`src/hw/rtl/lsm_pkg.sv`:
```
// Shared types and constants for the latency statistics monitor.
`default_nettype none

package lsm_pkg;

    localparam int LOG_DEPTH_DEFAULT = 32;
    localparam int ADDR_W            = 3;
    localparam int DATA_W            = 32;
    localparam int STAMP_W           = 64;
    localparam int COUNT_W           = 32;
    localparam int ENTRY_W           = 6;
    localparam int MUL_W             = 52;
    localparam int PROD_W            = 84;
    localparam int DIV_CNT_W         = $clog2(PROD_W);

    localparam logic [19:0]        US_PER_SEC     = 20'd1000000;
    localparam logic [DATA_W-1:0]  RES_RESET      = 32'd1000000;
    localparam logic [STAMP_W-1:0] POS_LIMIT      = 64'h7FFF_FFFF_FFFF_FFFF;
    localparam logic [STAMP_W-1:0] NEG_LIMIT      = 64'h8000_0000_0000_0000;

    // Register index, taken from paddr[2].
    localparam logic REG_LOG_EN    = 1'b0;
    localparam logic REG_TIMER_RES = 1'b1;

    typedef enum logic [1:0] {
        KIND_ENTRY = 2'd0,
        KIND_AVG   = 2'd1,
        KIND_MIN   = 2'd2,
        KIND_MAX   = 2'd3
    } kind_t;

    typedef enum logic [3:0] {
        S_IDLE,
        S_SAMPLE,
        S_RPT,
        S_LOG_RD,
        S_LOG_VAL,
        S_MUL_LO,
        S_MUL_HI,
        S_MUL_SUM,
        S_CDIV,
        S_CDIV_WAIT,
        S_OUT,
        S_AVG_DIV,
        S_AVG_WAIT,
        S_AVG_VAL,
        S_MIN_VAL,
        S_MAX_VAL
    } state_t;

    typedef struct packed {
        logic  cap_dur;
        logic  upd_stats;
        logic  idx_clr;
        logic  idx_inc;
        logic  log_rd;
        logic  load_val;
        kind_t val_src;
        logic  mul_lo;
        logic  mul_hi;
        logic  mul_sum;
        logic  div_conv;
        logic  div_avg;
        logic  avg_cap;
        logic  sat_cap;
        logic  out_load;
    } dp_cmd_t;

    typedef struct packed {
        logic  count_zero;
        logic  log_en;
        logic  idx_last;
        logic  div_done;
        logic  out_full;
        kind_t kind;
    } dp_status_t;

endpackage

`default_nettype wire

```
`src/hw/rtl/latency_statistics_monitor.sv`:
```
// Top level of the latency statistics monitor: config registers, controller and datapath.
//
// Usage: an input word (in_valid/in_ready) is either a sample (func = 0) carrying a
// start and end timestamp, or a report request (func = 1). A sample updates the
// running minimum, maximum, wrapping sum and saturating count and, with log_enable
// set, writes the duration into a LOG_DEPTH-entry ring log. It produces no output.
// A report with a nonzero count emits output words (out_valid/out_ready): the logged
// entries when logging is on, then average, minimum and maximum, each converted to
// microseconds as value * 1000000 / timer_resolution; last marks the maximum.
// A sample is handled in order: capture the difference, then update statistics; no new
// input is accepted until it is done. A report is dominated by the bit-serial divider,
// run once for each output word and once more for the average, and new input waits
// until the report is through.
// Configuration goes through the APB port: log_enable at 0x0, timer_resolution at
// 0x4; write only while the block is idle. pready is tied high.
// Reset clears the statistics to empty (minimum at the largest positive value,
// maximum at the most negative), marks all log slots as zero, sets log_enable to 0
// and timer_resolution to 1000000.
// Receiver stall: the output word holds until taken; the controller waits before
// loading the next word, and after the final word it is free to accept new input.
`default_nettype none

module latency_statistics_monitor
    import lsm_pkg::*;
#(
    parameter int LOG_DEPTH = LOG_DEPTH_DEFAULT
)
(
    input  wire logic               clk,
    input  wire logic               rst_n,

    // APB configuration port
    input  wire logic               psel,
    input  wire logic               penable,
    input  wire logic               pwrite,
    input  wire logic [ADDR_W-1:0]  paddr,
    input  wire logic [DATA_W-1:0]  pwdata,
    output logic      [DATA_W-1:0]  prdata,
    output logic                    pready,

    // Input channel
    input  wire logic               in_valid,
    output logic                    in_ready,
    input  wire logic               func,
    input  wire logic [STAMP_W-1:0] start_stamp,
    input  wire logic [STAMP_W-1:0] end_stamp,

    // Output channel
    output logic                    out_valid,
    input  wire logic               out_ready,
    output logic      [1:0]         kind,
    output logic      [ENTRY_W-1:0] entry_index,
    output logic signed [STAMP_W-1:0] micros,
    output logic                    last
);

    logic              log_en_reg;
    logic [DATA_W-1:0] timer_res_reg;
    logic              cfg_wr;
    logic [STAMP_W-1:0] micros_raw;
    dp_cmd_t           cmd;
    dp_status_t        status;

    assign pready = 1'b1;
    assign cfg_wr = psel && penable && pwrite;

    // Register write on the APB access phase; the word index is paddr[2]
    always_ff @(posedge clk or negedge rst_n)
    begin
        if (!rst_n)
        begin
            log_en_reg    <= 1'b0;
            timer_res_reg <= RES_RESET;
        end
        else if (cfg_wr)
        begin
            case (paddr[2])
                REG_LOG_EN:    log_en_reg    <= pwdata[0];
                REG_TIMER_RES: timer_res_reg <= pwdata;
                default:       ;
            endcase
        end
    end

    always_comb
    begin
        case (paddr[2])
            REG_LOG_EN:    prdata = {{(DATA_W-1){1'b0}}, log_en_reg};
            REG_TIMER_RES: prdata = timer_res_reg;
            default:       prdata = '0;
        endcase
    end

    // Sequence samples and report words
    lsm_ctrl u_ctrl (
        .clk      (clk),
        .rst_n    (rst_n),
        .in_valid (in_valid),
        .func     (func),
        .in_ready (in_ready),
        .status   (status),
        .cmd      (cmd)
    );

    // Hold statistics, log and conversion hardware
    lsm_datapath #(
        .LOG_DEPTH (LOG_DEPTH)
    ) u_datapath (
        .clk              (clk),
        .rst_n            (rst_n),
        .cmd              (cmd),
        .status           (status),
        .log_enable       (log_en_reg),
        .timer_resolution (timer_res_reg),
        .start_stamp      (start_stamp),
        .end_stamp        (end_stamp),
        .out_valid        (out_valid),
        .out_ready        (out_ready),
        .kind             (kind),
        .entry_index      (entry_index),
        .micros           (micros_raw),
        .last             (last)
    );

    assign micros = $signed(micros_raw);

endmodule

`default_nettype wire

```
`src/hw/rtl/lsm_div.sv`:
```
// Restoring divider, one quotient bit per cycle: 84-bit dividend, 32-bit divisor.
`default_nettype none

module lsm_div
    import lsm_pkg::*;
(
    input  wire logic              clk,
    input  wire logic              rst_n,
    input  wire logic              start,
    input  wire logic [PROD_W-1:0] dividend,
    input  wire logic [DATA_W-1:0] divisor,
    output logic      [PROD_W-1:0] quot,
    output logic                   done
);

    logic [PROD_W-1:0]    q_reg, q_next;
    logic [DATA_W-1:0]    rem_reg, rem_next;
    logic [DATA_W-1:0]    d_reg;
    logic [DIV_CNT_W-1:0] cnt_reg;
    logic                 busy_reg;
    logic                 done_reg;
    logic [DATA_W:0]      trial;
    logic [DATA_W:0]      diff;
    logic                 ge;

    always_comb
    begin
        trial    = {rem_reg, q_reg[PROD_W-1]};
        diff     = trial - {1'b0, d_reg};
        ge       = (trial >= {1'b0, d_reg});
        rem_next = ge ? diff[DATA_W-1:0] : trial[DATA_W-1:0];
        q_next   = {q_reg[PROD_W-2:0], ge};
    end

    always_ff @(posedge clk or negedge rst_n)
    begin
        if (!rst_n)
        begin
            busy_reg <= 1'b0;
            done_reg <= 1'b0;
            cnt_reg  <= '0;
        end
        else
        begin
            done_reg <= 1'b0;
            if (start)
            begin
                busy_reg <= 1'b1;
                cnt_reg  <= '0;
            end
            else if (busy_reg)
            begin
                cnt_reg <= cnt_reg + 1'b1;
                if (cnt_reg == DIV_CNT_W'(PROD_W - 1))
                begin
                    busy_reg <= 1'b0;
                    done_reg <= 1'b1;
                end
            end
        end
    end

    always_ff @(posedge clk)
    begin
        if (start)
        begin
            q_reg   <= dividend;
            rem_reg <= '0;
            d_reg   <= divisor;
        end
        else if (busy_reg)
        begin
            q_reg   <= q_next;
            rem_reg <= rem_next;
        end
    end

    assign quot = q_reg;
    assign done = done_reg;

endmodule

`default_nettype wire

```
`src/hw/rtl/lsm_datapath.sv`:
```
// Datapath: statistics registers, duration log, microsecond conversion and output word.
`default_nettype none

module lsm_datapath
    import lsm_pkg::*;
#(
    parameter int LOG_DEPTH = LOG_DEPTH_DEFAULT
)
(
    input  wire logic               clk,
    input  wire logic               rst_n,
    input  wire dp_cmd_t            cmd,
    output dp_status_t              status,
    input  wire logic               log_enable,
    input  wire logic [DATA_W-1:0]  timer_resolution,
    input  wire logic [STAMP_W-1:0] start_stamp,
    input  wire logic [STAMP_W-1:0] end_stamp,
    output logic                    out_valid,
    input  wire logic               out_ready,
    output logic      [1:0]         kind,
    output logic      [ENTRY_W-1:0] entry_index,
    output logic      [STAMP_W-1:0] micros,
    output logic                    last
);

    localparam int PTR_W = (LOG_DEPTH > 1) ? $clog2(LOG_DEPTH) : 1;

    // Running statistics
    logic [STAMP_W-1:0] dur_reg;
    logic [STAMP_W-1:0] min_reg;
    logic [STAMP_W-1:0] max_reg;
    logic [STAMP_W-1:0] sum_reg;
    logic [COUNT_W-1:0] count_reg;
    logic [PTR_W-1:0]   ptr_reg;

    // Duration log
    logic [STAMP_W-1:0]   log_mem [LOG_DEPTH];
    logic [LOG_DEPTH-1:0] log_valid_reg;
    logic [STAMP_W-1:0]   rd_data_reg;
    logic                 rd_valid_reg;
    logic [PTR_W-1:0]     idx_reg;

    // Conversion
    logic [STAMP_W-1:0] avg_reg;
    logic               sum_neg_reg;
    logic [STAMP_W-1:0] mag_reg;
    logic               neg_reg;
    kind_t              kind_reg;
    logic [MUL_W-1:0]   plo_reg;
    logic [MUL_W-1:0]   phi_reg;
    logic [PROD_W-1:0]  prod_reg;
    logic [STAMP_W-1:0] sat_reg;

    // Output word
    logic               out_valid_reg;
    kind_t              out_kind_reg;
    logic [ENTRY_W-1:0] out_entry_reg;
    logic [STAMP_W-1:0] out_micros_reg;
    logic               out_last_reg;

    logic [STAMP_W-1:0] val_sel;
    logic [31:0]        mul_a;
    logic [MUL_W-1:0]   mul_p;
    logic [STAMP_W-1:0] sum_mag;
    logic [DATA_W-1:0]  res_eff;
    logic [PROD_W-1:0]  div_dividend;
    logic [DATA_W-1:0]  div_divisor;
    logic [PROD_W-1:0]  div_quot;
    logic               div_done;
    logic [STAMP_W-1:0] q64;
    logic [STAMP_W-1:0] limit;

    always_comb
    begin
        case (cmd.val_src)
            KIND_ENTRY: val_sel = rd_valid_reg ? rd_data_reg : '0;
            KIND_AVG:   val_sel = avg_reg;
            KIND_MIN:   val_sel = min_reg;
            KIND_MAX:   val_sel = max_reg;
            default:    val_sel = '0;
        endcase
    end

    // One 32x20 multiplier, shared by the low and high halves
    assign mul_a   = cmd.mul_hi ? mag_reg[63:32] : mag_reg[31:0];
    assign mul_p   = MUL_W'(mul_a) * MUL_W'(US_PER_SEC);

    assign sum_mag = sum_reg[STAMP_W-1] ? (~sum_reg + 1'b1) : sum_reg;
    assign res_eff = (timer_resolution == '0) ? DATA_W'(1) : timer_resolution;

    assign div_dividend = cmd.div_conv ? prod_reg : PROD_W'(sum_mag);
    assign div_divisor  = cmd.div_conv ? res_eff : count_reg;

    lsm_div u_div (
        .clk      (clk),
        .rst_n    (rst_n),
        .start    (cmd.div_conv | cmd.div_avg),
        .dividend (div_dividend),
        .divisor  (div_divisor),
        .quot     (div_quot),
        .done     (div_done)
    );

    assign q64   = div_quot[STAMP_W-1:0];
    assign limit = neg_reg ? NEG_LIMIT : POS_LIMIT;

    // Control state
    always_ff @(posedge clk or negedge rst_n)
    begin
        if (!rst_n)
        begin
            min_reg       <= POS_LIMIT;
            max_reg       <= NEG_LIMIT;
            sum_reg       <= '0;
            count_reg     <= '0;
            ptr_reg       <= '0;
            log_valid_reg <= '0;
            idx_reg       <= '0;
            out_valid_reg <= 1'b0;
        end
        else
        begin
            if (cmd.upd_stats)
            begin
                if ($signed(dur_reg) < $signed(min_reg))
                    min_reg <= dur_reg;
                if ($signed(dur_reg) > $signed(max_reg))
                    max_reg <= dur_reg;
                sum_reg <= sum_reg + dur_reg;
                if (count_reg != '1)
                    count_reg <= count_reg + 1'b1;
                if (log_enable)
                begin
                    log_valid_reg[ptr_reg] <= 1'b1;
                    if (ptr_reg == PTR_W'(LOG_DEPTH - 1))
                        ptr_reg <= '0;
                    else
                        ptr_reg <= ptr_reg + 1'b1;
                end
            end

            if (cmd.idx_clr)
                idx_reg <= '0;
            else if (cmd.idx_inc)
                idx_reg <= idx_reg + 1'b1;

            if (cmd.out_load)
                out_valid_reg <= 1'b1;
            else if (out_ready)
                out_valid_reg <= 1'b0;
        end
    end

    // Log storage: one write port, one registered read port
    always_ff @(posedge clk)
    begin
        if (cmd.upd_stats && log_enable)
            log_mem[ptr_reg] <= dur_reg;
        if (cmd.log_rd)
        begin
            rd_data_reg  <= log_mem[idx_reg];
            rd_valid_reg <= log_valid_reg[idx_reg];
        end
    end

    // Payload registers
    always_ff @(posedge clk)
    begin
        if (cmd.cap_dur)
            dur_reg <= end_stamp - start_stamp;
        if (cmd.load_val)
        begin
            neg_reg  <= val_sel[STAMP_W-1];
            mag_reg  <= val_sel[STAMP_W-1] ? (~val_sel + 1'b1) : val_sel;
            kind_reg <= cmd.val_src;
        end
        if (cmd.mul_lo)
            plo_reg <= mul_p;
        if (cmd.mul_hi)
            phi_reg <= mul_p;
        if (cmd.mul_sum)
            prod_reg <= PROD_W'(plo_reg) + {phi_reg, 32'b0};
        if (cmd.div_avg)
            sum_neg_reg <= sum_reg[STAMP_W-1];
        if (cmd.avg_cap)
            avg_reg <= sum_neg_reg ? (~q64 + 1'b1) : q64;
        if (cmd.sat_cap)
            sat_reg <= ((div_quot[PROD_W-1:STAMP_W] != '0) || (q64 > limit)) ? limit : q64;
        if (cmd.out_load)
        begin
            out_kind_reg   <= kind_reg;
            out_entry_reg  <= (kind_reg == KIND_ENTRY) ? ENTRY_W'(idx_reg) : '0;
            out_micros_reg <= neg_reg ? (~sat_reg + 1'b1) : sat_reg;
            out_last_reg   <= (kind_reg == KIND_MAX);
        end
    end

    always_comb
    begin
        status.count_zero = (count_reg == '0);
        status.log_en     = log_enable;
        status.idx_last   = (idx_reg == PTR_W'(LOG_DEPTH - 1))
                          || ((COUNT_W'(idx_reg) + COUNT_W'(1)) >= count_reg);
        status.div_done   = div_done;
        status.out_full   = out_valid_reg && !out_ready;
        status.kind       = kind_reg;
    end

    assign out_valid   = out_valid_reg;
    assign kind        = out_kind_reg;
    assign entry_index = out_entry_reg;
    assign micros      = out_micros_reg;
    assign last        = out_last_reg;

endmodule

`default_nettype wire

```
`src/hw/rtl/lsm_ctrl.sv`:
```
// Controller state machine: sequences samples and report results.
`default_nettype none

module lsm_ctrl
    import lsm_pkg::*;
(
    input  wire logic       clk,
    input  wire logic       rst_n,
    input  wire logic       in_valid,
    input  wire logic       func,
    output logic            in_ready,
    input  wire dp_status_t status,
    output dp_cmd_t         cmd
);

    state_t state_reg, state_next;

    always_ff @(posedge clk or negedge rst_n)
    begin
        if (!rst_n)
            state_reg <= S_IDLE;
        else
            state_reg <= state_next;
    end

    always_comb
    begin
        state_next  = state_reg;
        cmd         = '0;
        cmd.val_src = KIND_ENTRY;
        in_ready    = 1'b0;

        case (state_reg)
            S_IDLE:
            begin
                in_ready = 1'b1;
                if (in_valid)
                begin
                    if (!func)
                    begin
                        cmd.cap_dur = 1'b1;
                        state_next  = S_SAMPLE;
                    end
                    else
                        state_next = S_RPT;
                end
            end
            S_SAMPLE:
            begin
                cmd.upd_stats = 1'b1;
                state_next    = S_IDLE;
            end
            S_RPT:
            begin
                if (status.count_zero)
                    state_next = S_IDLE;
                else
                begin
                    cmd.idx_clr = 1'b1;
                    state_next  = status.log_en ? S_LOG_RD : S_AVG_DIV;
                end
            end
            S_LOG_RD:
            begin
                cmd.log_rd = 1'b1;
                state_next = S_LOG_VAL;
            end
            S_LOG_VAL:
            begin
                cmd.load_val = 1'b1;
                cmd.val_src  = KIND_ENTRY;
                state_next   = S_MUL_LO;
            end
            S_MUL_LO:
            begin
                cmd.mul_lo = 1'b1;
                state_next = S_MUL_HI;
            end
            S_MUL_HI:
            begin
                cmd.mul_hi = 1'b1;
                state_next = S_MUL_SUM;
            end
            S_MUL_SUM:
            begin
                cmd.mul_sum = 1'b1;
                state_next  = S_CDIV;
            end
            S_CDIV:
            begin
                cmd.div_conv = 1'b1;
                state_next   = S_CDIV_WAIT;
            end
            S_CDIV_WAIT:
            begin
                if (status.div_done)
                begin
                    cmd.sat_cap = 1'b1;
                    state_next  = S_OUT;
                end
            end
            S_OUT:
            begin
                if (!status.out_full)
                begin
                    cmd.out_load = 1'b1;
                    case (status.kind)
                        KIND_ENTRY:
                        begin
                            if (status.idx_last)
                                state_next = S_AVG_DIV;
                            else
                            begin
                                cmd.idx_inc = 1'b1;
                                state_next  = S_LOG_RD;
                            end
                        end
                        KIND_AVG: state_next = S_MIN_VAL;
                        KIND_MIN: state_next = S_MAX_VAL;
                        KIND_MAX: state_next = S_IDLE;
                        default:  state_next = S_IDLE;
                    endcase
                end
            end
            S_AVG_DIV:
            begin
                cmd.div_avg = 1'b1;
                state_next  = S_AVG_WAIT;
            end
            S_AVG_WAIT:
            begin
                if (status.div_done)
                begin
                    cmd.avg_cap = 1'b1;
                    state_next  = S_AVG_VAL;
                end
            end
            S_AVG_VAL:
            begin
                cmd.load_val = 1'b1;
                cmd.val_src  = KIND_AVG;
                state_next   = S_MUL_LO;
            end
            S_MIN_VAL:
            begin
                cmd.load_val = 1'b1;
                cmd.val_src  = KIND_MIN;
                state_next   = S_MUL_LO;
            end
            S_MAX_VAL:
            begin
                cmd.load_val = 1'b1;
                cmd.val_src  = KIND_MAX;
                state_next   = S_MUL_LO;
            end
            default:
            begin
                state_next = S_IDLE;
            end
        endcase
    end

endmodule

`default_nettype wire

```
`config.mk`:
```
export PLATFORM = sky130hd
export DESIGN_NAME = latency_statistics_monitor
export DESIGN_NICKNAME = d
export VERILOG_FILES = /design/src/hw/rtl/lsm_pkg.sv /design/src/hw/rtl/latency_statistics_monitor.sv /design/src/hw/rtl/lsm_div.sv /design/src/hw/rtl/lsm_datapath.sv /design/src/hw/rtl/lsm_ctrl.sv
export SDC_FILE = /design/constraint.sdc
export NUM_CORES = 2
export LEC_CHECK = 0
export BUFFER_PORTS_ARGS = -buffer_cell sky130_fd_sc_hd__buf_4
export CORE_ASPECT_RATIO = 0.75
export CORE_MARGIN = 1
export CORE_UTILIZATION = 41
export CTS_CLUSTER_SIZE = 8
export DETAILED_ROUTE_END_ITERATION = 10
export PLACE_DENSITY_LB_ADDON = 0.08
export SLEW_MARGIN = 10
export SYNTH_ARGS = -nofsm -noshare
export SYNTH_HDL_FRONTEND = slang
export SYNTH_SLANG_ARGS = --single-unit
```
`constraint.sdc`:
```
create_clock -name clk -period 12 [get_ports clk]
set_input_delay 1.8 -clock clk [delete_from_list [all_inputs] [get_ports clk]]
set_output_delay 1.8 -clock clk [all_outputs]
set_load 0.02 [all_outputs]
```
# == Word-level counts from Yosys, hierarchy flattened ==
# Memories as Yosys holds them, arrays and structs flattened. A register that Yosys moved wholly into a read port is not among the register bits.
# Cells that the tools add are included.
# classes
mux,68
mul,1
n_addsub,13
magnitude_cmp,8
n_reduce_logical,25
eq_ne,29
bitwise_logic,7
# ops
op,n
two-way mux 64 bit,6
adder 64 x 1 -> 64 bit (second input constant),4
inverter 64 bit,4
one-hot mux 64 bit (4 select lines),1
two-way mux 84 bit,3
> comparator 64 bit,2
two-way mux 32 bit,4
adder 52 x 84 -> 84 bit,1
adder 64 bit,1
zero test 32 bit,2
less-than comparator 64 bit,1
one-hot mux 32 bit (2 select lines),1
subtractor 64 bit,1
two-way mux 63 bit,1
one-hot mux 4 bit (13 select lines),1
multiplier 32 x 14 -> 46 bit (second input constant),1
two-way mux 1 bit,34
>= comparator 33 x 32 -> 1 bit,1
adder 32 x 1 -> 32 bit (second input constant),1
equality test 4 bit (second input constant),8
>= comparator 32 bit,1
inequality test 32 bit (second input constant),1
bitwise OR 32 bit,1
subtractor 32 bit,1
34 further kinds,69
# totals
wordCells,186
inputBits,171
n_memories,1
ff_bits,971
ramBits,2048
output_inout_bits,108
# mem_list
memory,depth,word_bits,rd,rd_ports_with_merged_regs,wr,line_no,text
u_datapath.log_mem,32,64,1,1,1,lsm_datapath.sv:37,logic [STAMP_W-1:0] log_mem [LOG_DEPTH];

# == Longest topological paths before layout ==
# depth
depth_word,9
ltp_mapped,29
depth_no_buf,26

# == Modules after synthesis ==
# Synthesis repeated with hierarchy kept, for this count alone.
# hier_totals
cells_unflattened,10273
hier_area_um2,147203.7
# by_module_without_submodules
mod,seq_area_each_um2,area_per_inst_um2,n_inst,cells_per_inst
lsm_datapath,85286.8,136548.5,1,9351
lsm_div,4349.2,8494.4,1,740
latency_statistics_monitor,834.6,1610.3,1,108
lsm_ctrl,100.1,550.5,1,74

# == Least setup slack after synthesis ==
# Ideal clock, no wire load.
# synth_timing
kind,reg-to-reg
start,register u_ctrl.state_reg[3]
end,"register u_datapath.phi_reg[51], data pin"
setup_time_ns,0.262
t_arrival_ns,8.589
path_buffers,6
synth_period_minus_slack_ns,8.851
required_ns,11.738
setup_slack_ns,3.149
stages_incl_launch_ff,30
path_cell_list,dfrtp_1 > buf_2 > buf_1 > nand2b_1 > nor2_1 > clkbuf_1 > buf_1 > buf_2 > mux2i_1 > inv_1 > ha_1 > fa_1 > fa_1 > fa_1 > ha_1 > inv_1 > fa_1 > inv_1 > ha_1 > clkbuf_1 > a21o_1 > a21o_1 > a21o_1 > nor2b_1 > a21oi_1 > nand3_1 > a21oi_1 > o221ai_1 > a221o_1 > xnor2_1
# synth_via
elab_chain_len,4
# synth_rtl
element,line_no,text
start: declaration,lsm_ctrl.sv:16,"state_t state_reg, state_next;"
start signal: assignment,lsm_ctrl.sv:23,state_reg <= state_next;
equality test 4 x 3 -> 1 bit,lsm_ctrl.sv:33,case (state_reg)
two-way mux 1 bit,lsm_ctrl.sv:33,
two-way mux 32 bit,lsm_datapath.sv:85,assign mul_a = cmd.mul_hi ? mag_reg[63:32] : mag_reg[31:0];
multiplier 32 x 14 -> 46 bit,lsm_datapath.sv:86,assign mul_p = MUL_W'(mul_a) * MUL_W'(US_PER_SEC);
named net u_datapath.mul_p[51],lsm_datapath.sv:63,logic [MUL_W-1:0] mul_p;
end signal: assignment,lsm_datapath.sv:180,phi_reg <= mul_p;
end: declaration,lsm_datapath.sv:50,logic [MUL_W-1:0] phi_reg;
# The timed path passes the listed nets, and every way through them passes these cells.
# A chain may end at the register's enable or synchronous reset.

# == Final worst setup path ==
# layout_timing
start,register u_ctrl.state_reg[1]
end,"register u_datapath.plo_reg[51], data pin"
# layout_via
elab_chain_len,4
# layout_rtl
element,line_no,text
equality test 4 x 3 -> 1 bit,lsm_ctrl.sv:33,
two-way mux 1 bit,lsm_ctrl.sv:33,
two-way mux 32 bit,lsm_datapath.sv:85,
multiplier 32 x 14 -> 46 bit,lsm_datapath.sv:86,
named net u_datapath.mul_p[51],lsm_datapath.sv:63,
end signal: assignment,lsm_datapath.sv:178,plo_reg <= mul_p;
end: declaration,lsm_datapath.sv:49,logic [MUL_W-1:0] plo_reg;
# The timed path passes the listed nets, and every way through them passes these cells.

==> results_dict.tcl <==
set metrics [dict create \
    total_power_mw 24.5 \
    cts_setup_buffers 0 \
    cts_tree "built" \
    grt.overflow.total 0 \
    cts_buffers 429 \
    r2r_start "u_ctrl.state_reg[1]" \
    critPathRequiredTime_ns 12.64 \
    port_buffers 274 \
    gp_congestion 0.958 \
    die_y_um 527 \
    critPathMaxStageDelay_ns 0.84 \
    report.final.slew_viol_count 0 \
    nNetsFinal 12400 \
    hold_viol_final 0 \
    netlist_top_cells_count "2731 x edfxtp_1, 837 x nand2_1, 634 x a21oi_1, 537 x ha_1, 528 x inv_1" \
    drv_cap 0 \
    status "completed" \
    grtUsageMet1_pct 41.7 \
    p_per_area_nw_per_um2 144 \
    synth_ff_type "edfxtp_1" \
    clk_latency_ns 0.96 \
    setup-violations-final 0 \
    firstDrtPassIters 6 \
    critPathMostFrequentCell "fa_1" \
    fillers 32000 \
    drc 0 \
    synthArstFlopShare_pct 10.2 \
    final_util_pct 46.8 \
    antenna_found_initial 21 \
    hold_buffers 0 \
    synth_edf_count 2731 \
    yosysTopAreaCell "edfxtp_1" \
    cp-start-kind "flip-flop" \
    root_buffer "clkbuf_16" \
    end_kind "flip-flop" \
    layout_min_cycle_time_ns 9.64 \
    setup_tns_ns 0 \
    postLayoutCellArea_um2 171000 \
    io_pins 279 \
    drive_above_1_share_pct 14.7 \
    path_class "flip-flop to flip-flop" \
    first_global_vias 96700 \
    via_per_inst 6.04 \
    busiest_layer "met1" \
    yosysSeqAreaShare_pct 60.2 \
    clk_pin_slew_worst_paths_ns 0.05 \
    syn_area_per_cell_um2 13.4 \
    ys_seq_elements 3076 \
    slowest_stage "nor2_4" \
    cts-resized-gates 0 \
    grtUsageMet2_pct 36.6 \
    yosysMostFrequentCell "edfxtp_1" \
    wl_per_cell_um 30.0 \
    min_from "u_datapath.plo_reg[35]" \
    largest_reg_flops 2048 \
    rows 192 \
    power.leakage_nw 58.9 \
    power_frac_seq_pct 49.3 \
    die-area_um2 369000 \
    netlist_instances 11200 \
    worstPathArrival_ns 10.29 \
    path_cells "buf_4, nand2b_1, nor2_4, mux2i_1, clkinv_1, xnor2_1, ha_1, o21bai_1, fa_1, fa_1, fa_1, ha_1, fa_1, ha_1, o21a_1, o211ai_1, and2_1, a2111oi_0, o211ai_1, nand3_1, a21oi_1, o221ai_1, a221o_1, xnor2_1" \
    hp-class "flip-flop to flip-flop" \
    path_buf_inv 2 \
    startpoint "u_ctrl.state_reg[1]" \
    synth_fp_nets 12000 \
    p_int_mw 18.9 \
    synthTopCellsByArea "edfxtp_1 55%, mux4_2 4.5%, ha_1 4.5%" \
    ys_warn_count 0 \
    groute.usage.overall_pct 26.4 \
    clock_path_buffers 4 \
    grtUsageMet3_pct 6.32 \
    critical_path_peak_fanout 31 \
    worst_pin_slew_ns 1.42 \
    rsz0062_at_grt "no" \
    netlist.area_leader.share_pct 54.5 \
    cts_num_sinks 3076 \
    core-area_um2 365000 \
    dp_hpwl_mm 327 \
    switching_share_pct 23.0 \
    grt_max_degree 129 \
    ir_drop_mv 0.137 \
    antenna_left 0 \
    combPwrFrac_pct 5.6 \
    start_util_pct 41.2 \
    post_dp_cell_area_um2 159000 \
    slew-limit-headroom_pct 4.40 \
    via_count 100000 \
    area_delta_synth_final_pct 13.5 \
    fmaxAchievable_mhz 104 \
    h-tree-depth 5 \
    die_x_um 701 \
    drtIter0Drc 11300 \
    grt_pass1_wl_mm 709 \
    finalWirelength_mm 498 \
    clock_skew_ns 0.0787 \
    clockPowerShare_pct 45.1 \
    hold_slack_ns 0.416 \
    fin_crit_sh_pct 80.4 \
    cp_top_family "adder cells" \
    yosys.cell_types.count 106 \
    switchingPower_mw 5.62 \
    syn_area_um2 150000 \
]
-- cells in the final DEF, fill, tap and decap left out, types with 103 or more instances in the layout --
cell and n:
edfxtp_1 2731, nand2_1 834, a21oi_1 631, buf_4 536, ha_1 535, inv_1 528, o21ai_0 513, mux2i_1 449
clkbuf_16 432, xnor2_1 367, nor2_1 335, mux4_2 303, o221ai_1 239, dfrtp_1 233, a21o_1 202, nand3_1 189
xor2_1 184, clkbuf_1 168, mux2_2 165, nand2b_1 118, fa_1 118, a31oi_1 105, nand4_1 103
-- power groups by stage --
| stage | logic (mW) | registers (mW) | clock network (mW) |
|---|---|---|---|
| 5_1_grt | 1.53 | 12.1 | 11.7 |
| 2_1_floorplan | 0.910 | 12.1 | 0 |
| 3_5_place_dp | 1.37 | 12.3 | 0 |
| 6_report | 1.38 | 12.1 | 11.0 |
| 4_1_cts | 1.38 | 12.1 | 11.2 |
| 3_3_place_gp | 1.35 | 12.3 | 0 |
-- layout make-up --
| cell class | count | area [µm²] | area share, % |
|---|---|---|---|
| sequential | 3076 | 90600 | 53.1 |
| multi-input combinational | 6936 | 55900 | 32.8 |
| clock buffer | 600 | 11400 | 6.70 |
| tap | 4850 | 6070 | 3.56 |
| timing repair buffer | 544 | 4180 | 2.45 |
| inverter | 540 | 2030 | 1.19 |
| clock inverter | 26 | 367 | 0.215 |
| antenna | 9 | 22.5 | 0.0132 |
-- metrics by stage --
stage                     std cells  setup WS (ns)
after floorplan               11200           3.15
after global placement        15900           2.65
after detailed placement      15900           2.67
after CTS                     16600           2.60
after global routing          16600           2.00
final                         16600           2.36
-- cell families after synthesis --
kind of cell	count (synthesis)	synth area share [%]
compound gates	2497	10.9
xor+xnor	551	3.21
fa+ha+maj	658	6.06
buf+inv	1171	2.95
flops	3076	60.2
mux	921	8.79
other cells	2	0.00499
simple gates	2307	7.84
-- metal layers --
metal / vias to the layer above / routed length, µm
met2: 4013 / 203000
met3: 590 / 45100
met5: - / 13
li1: 43800 / -
met1: 51800 / 240000
met4: 2 / 9530
-- final timing paths --
path | end | slack, ns | cells past startpoint
hold / removal | u_datapath.prod_reg[35] | 0.42 | 0
max in group asynchronous | u_datapath.sum_reg[8] | 9.08 | 3
min in group asynchronous | u_datapath.log_valid_reg[23] | 0.83 | 1
setup / recovery | u_datapath.plo_reg[51] | 2.36 | 24
hold reg to reg | u_datapath.prod_reg[35] | 0.42 | 0
setup reg to reg | u_datapath.plo_reg[51] | 2.36 | 24
(Power assumes the default switching activity.)
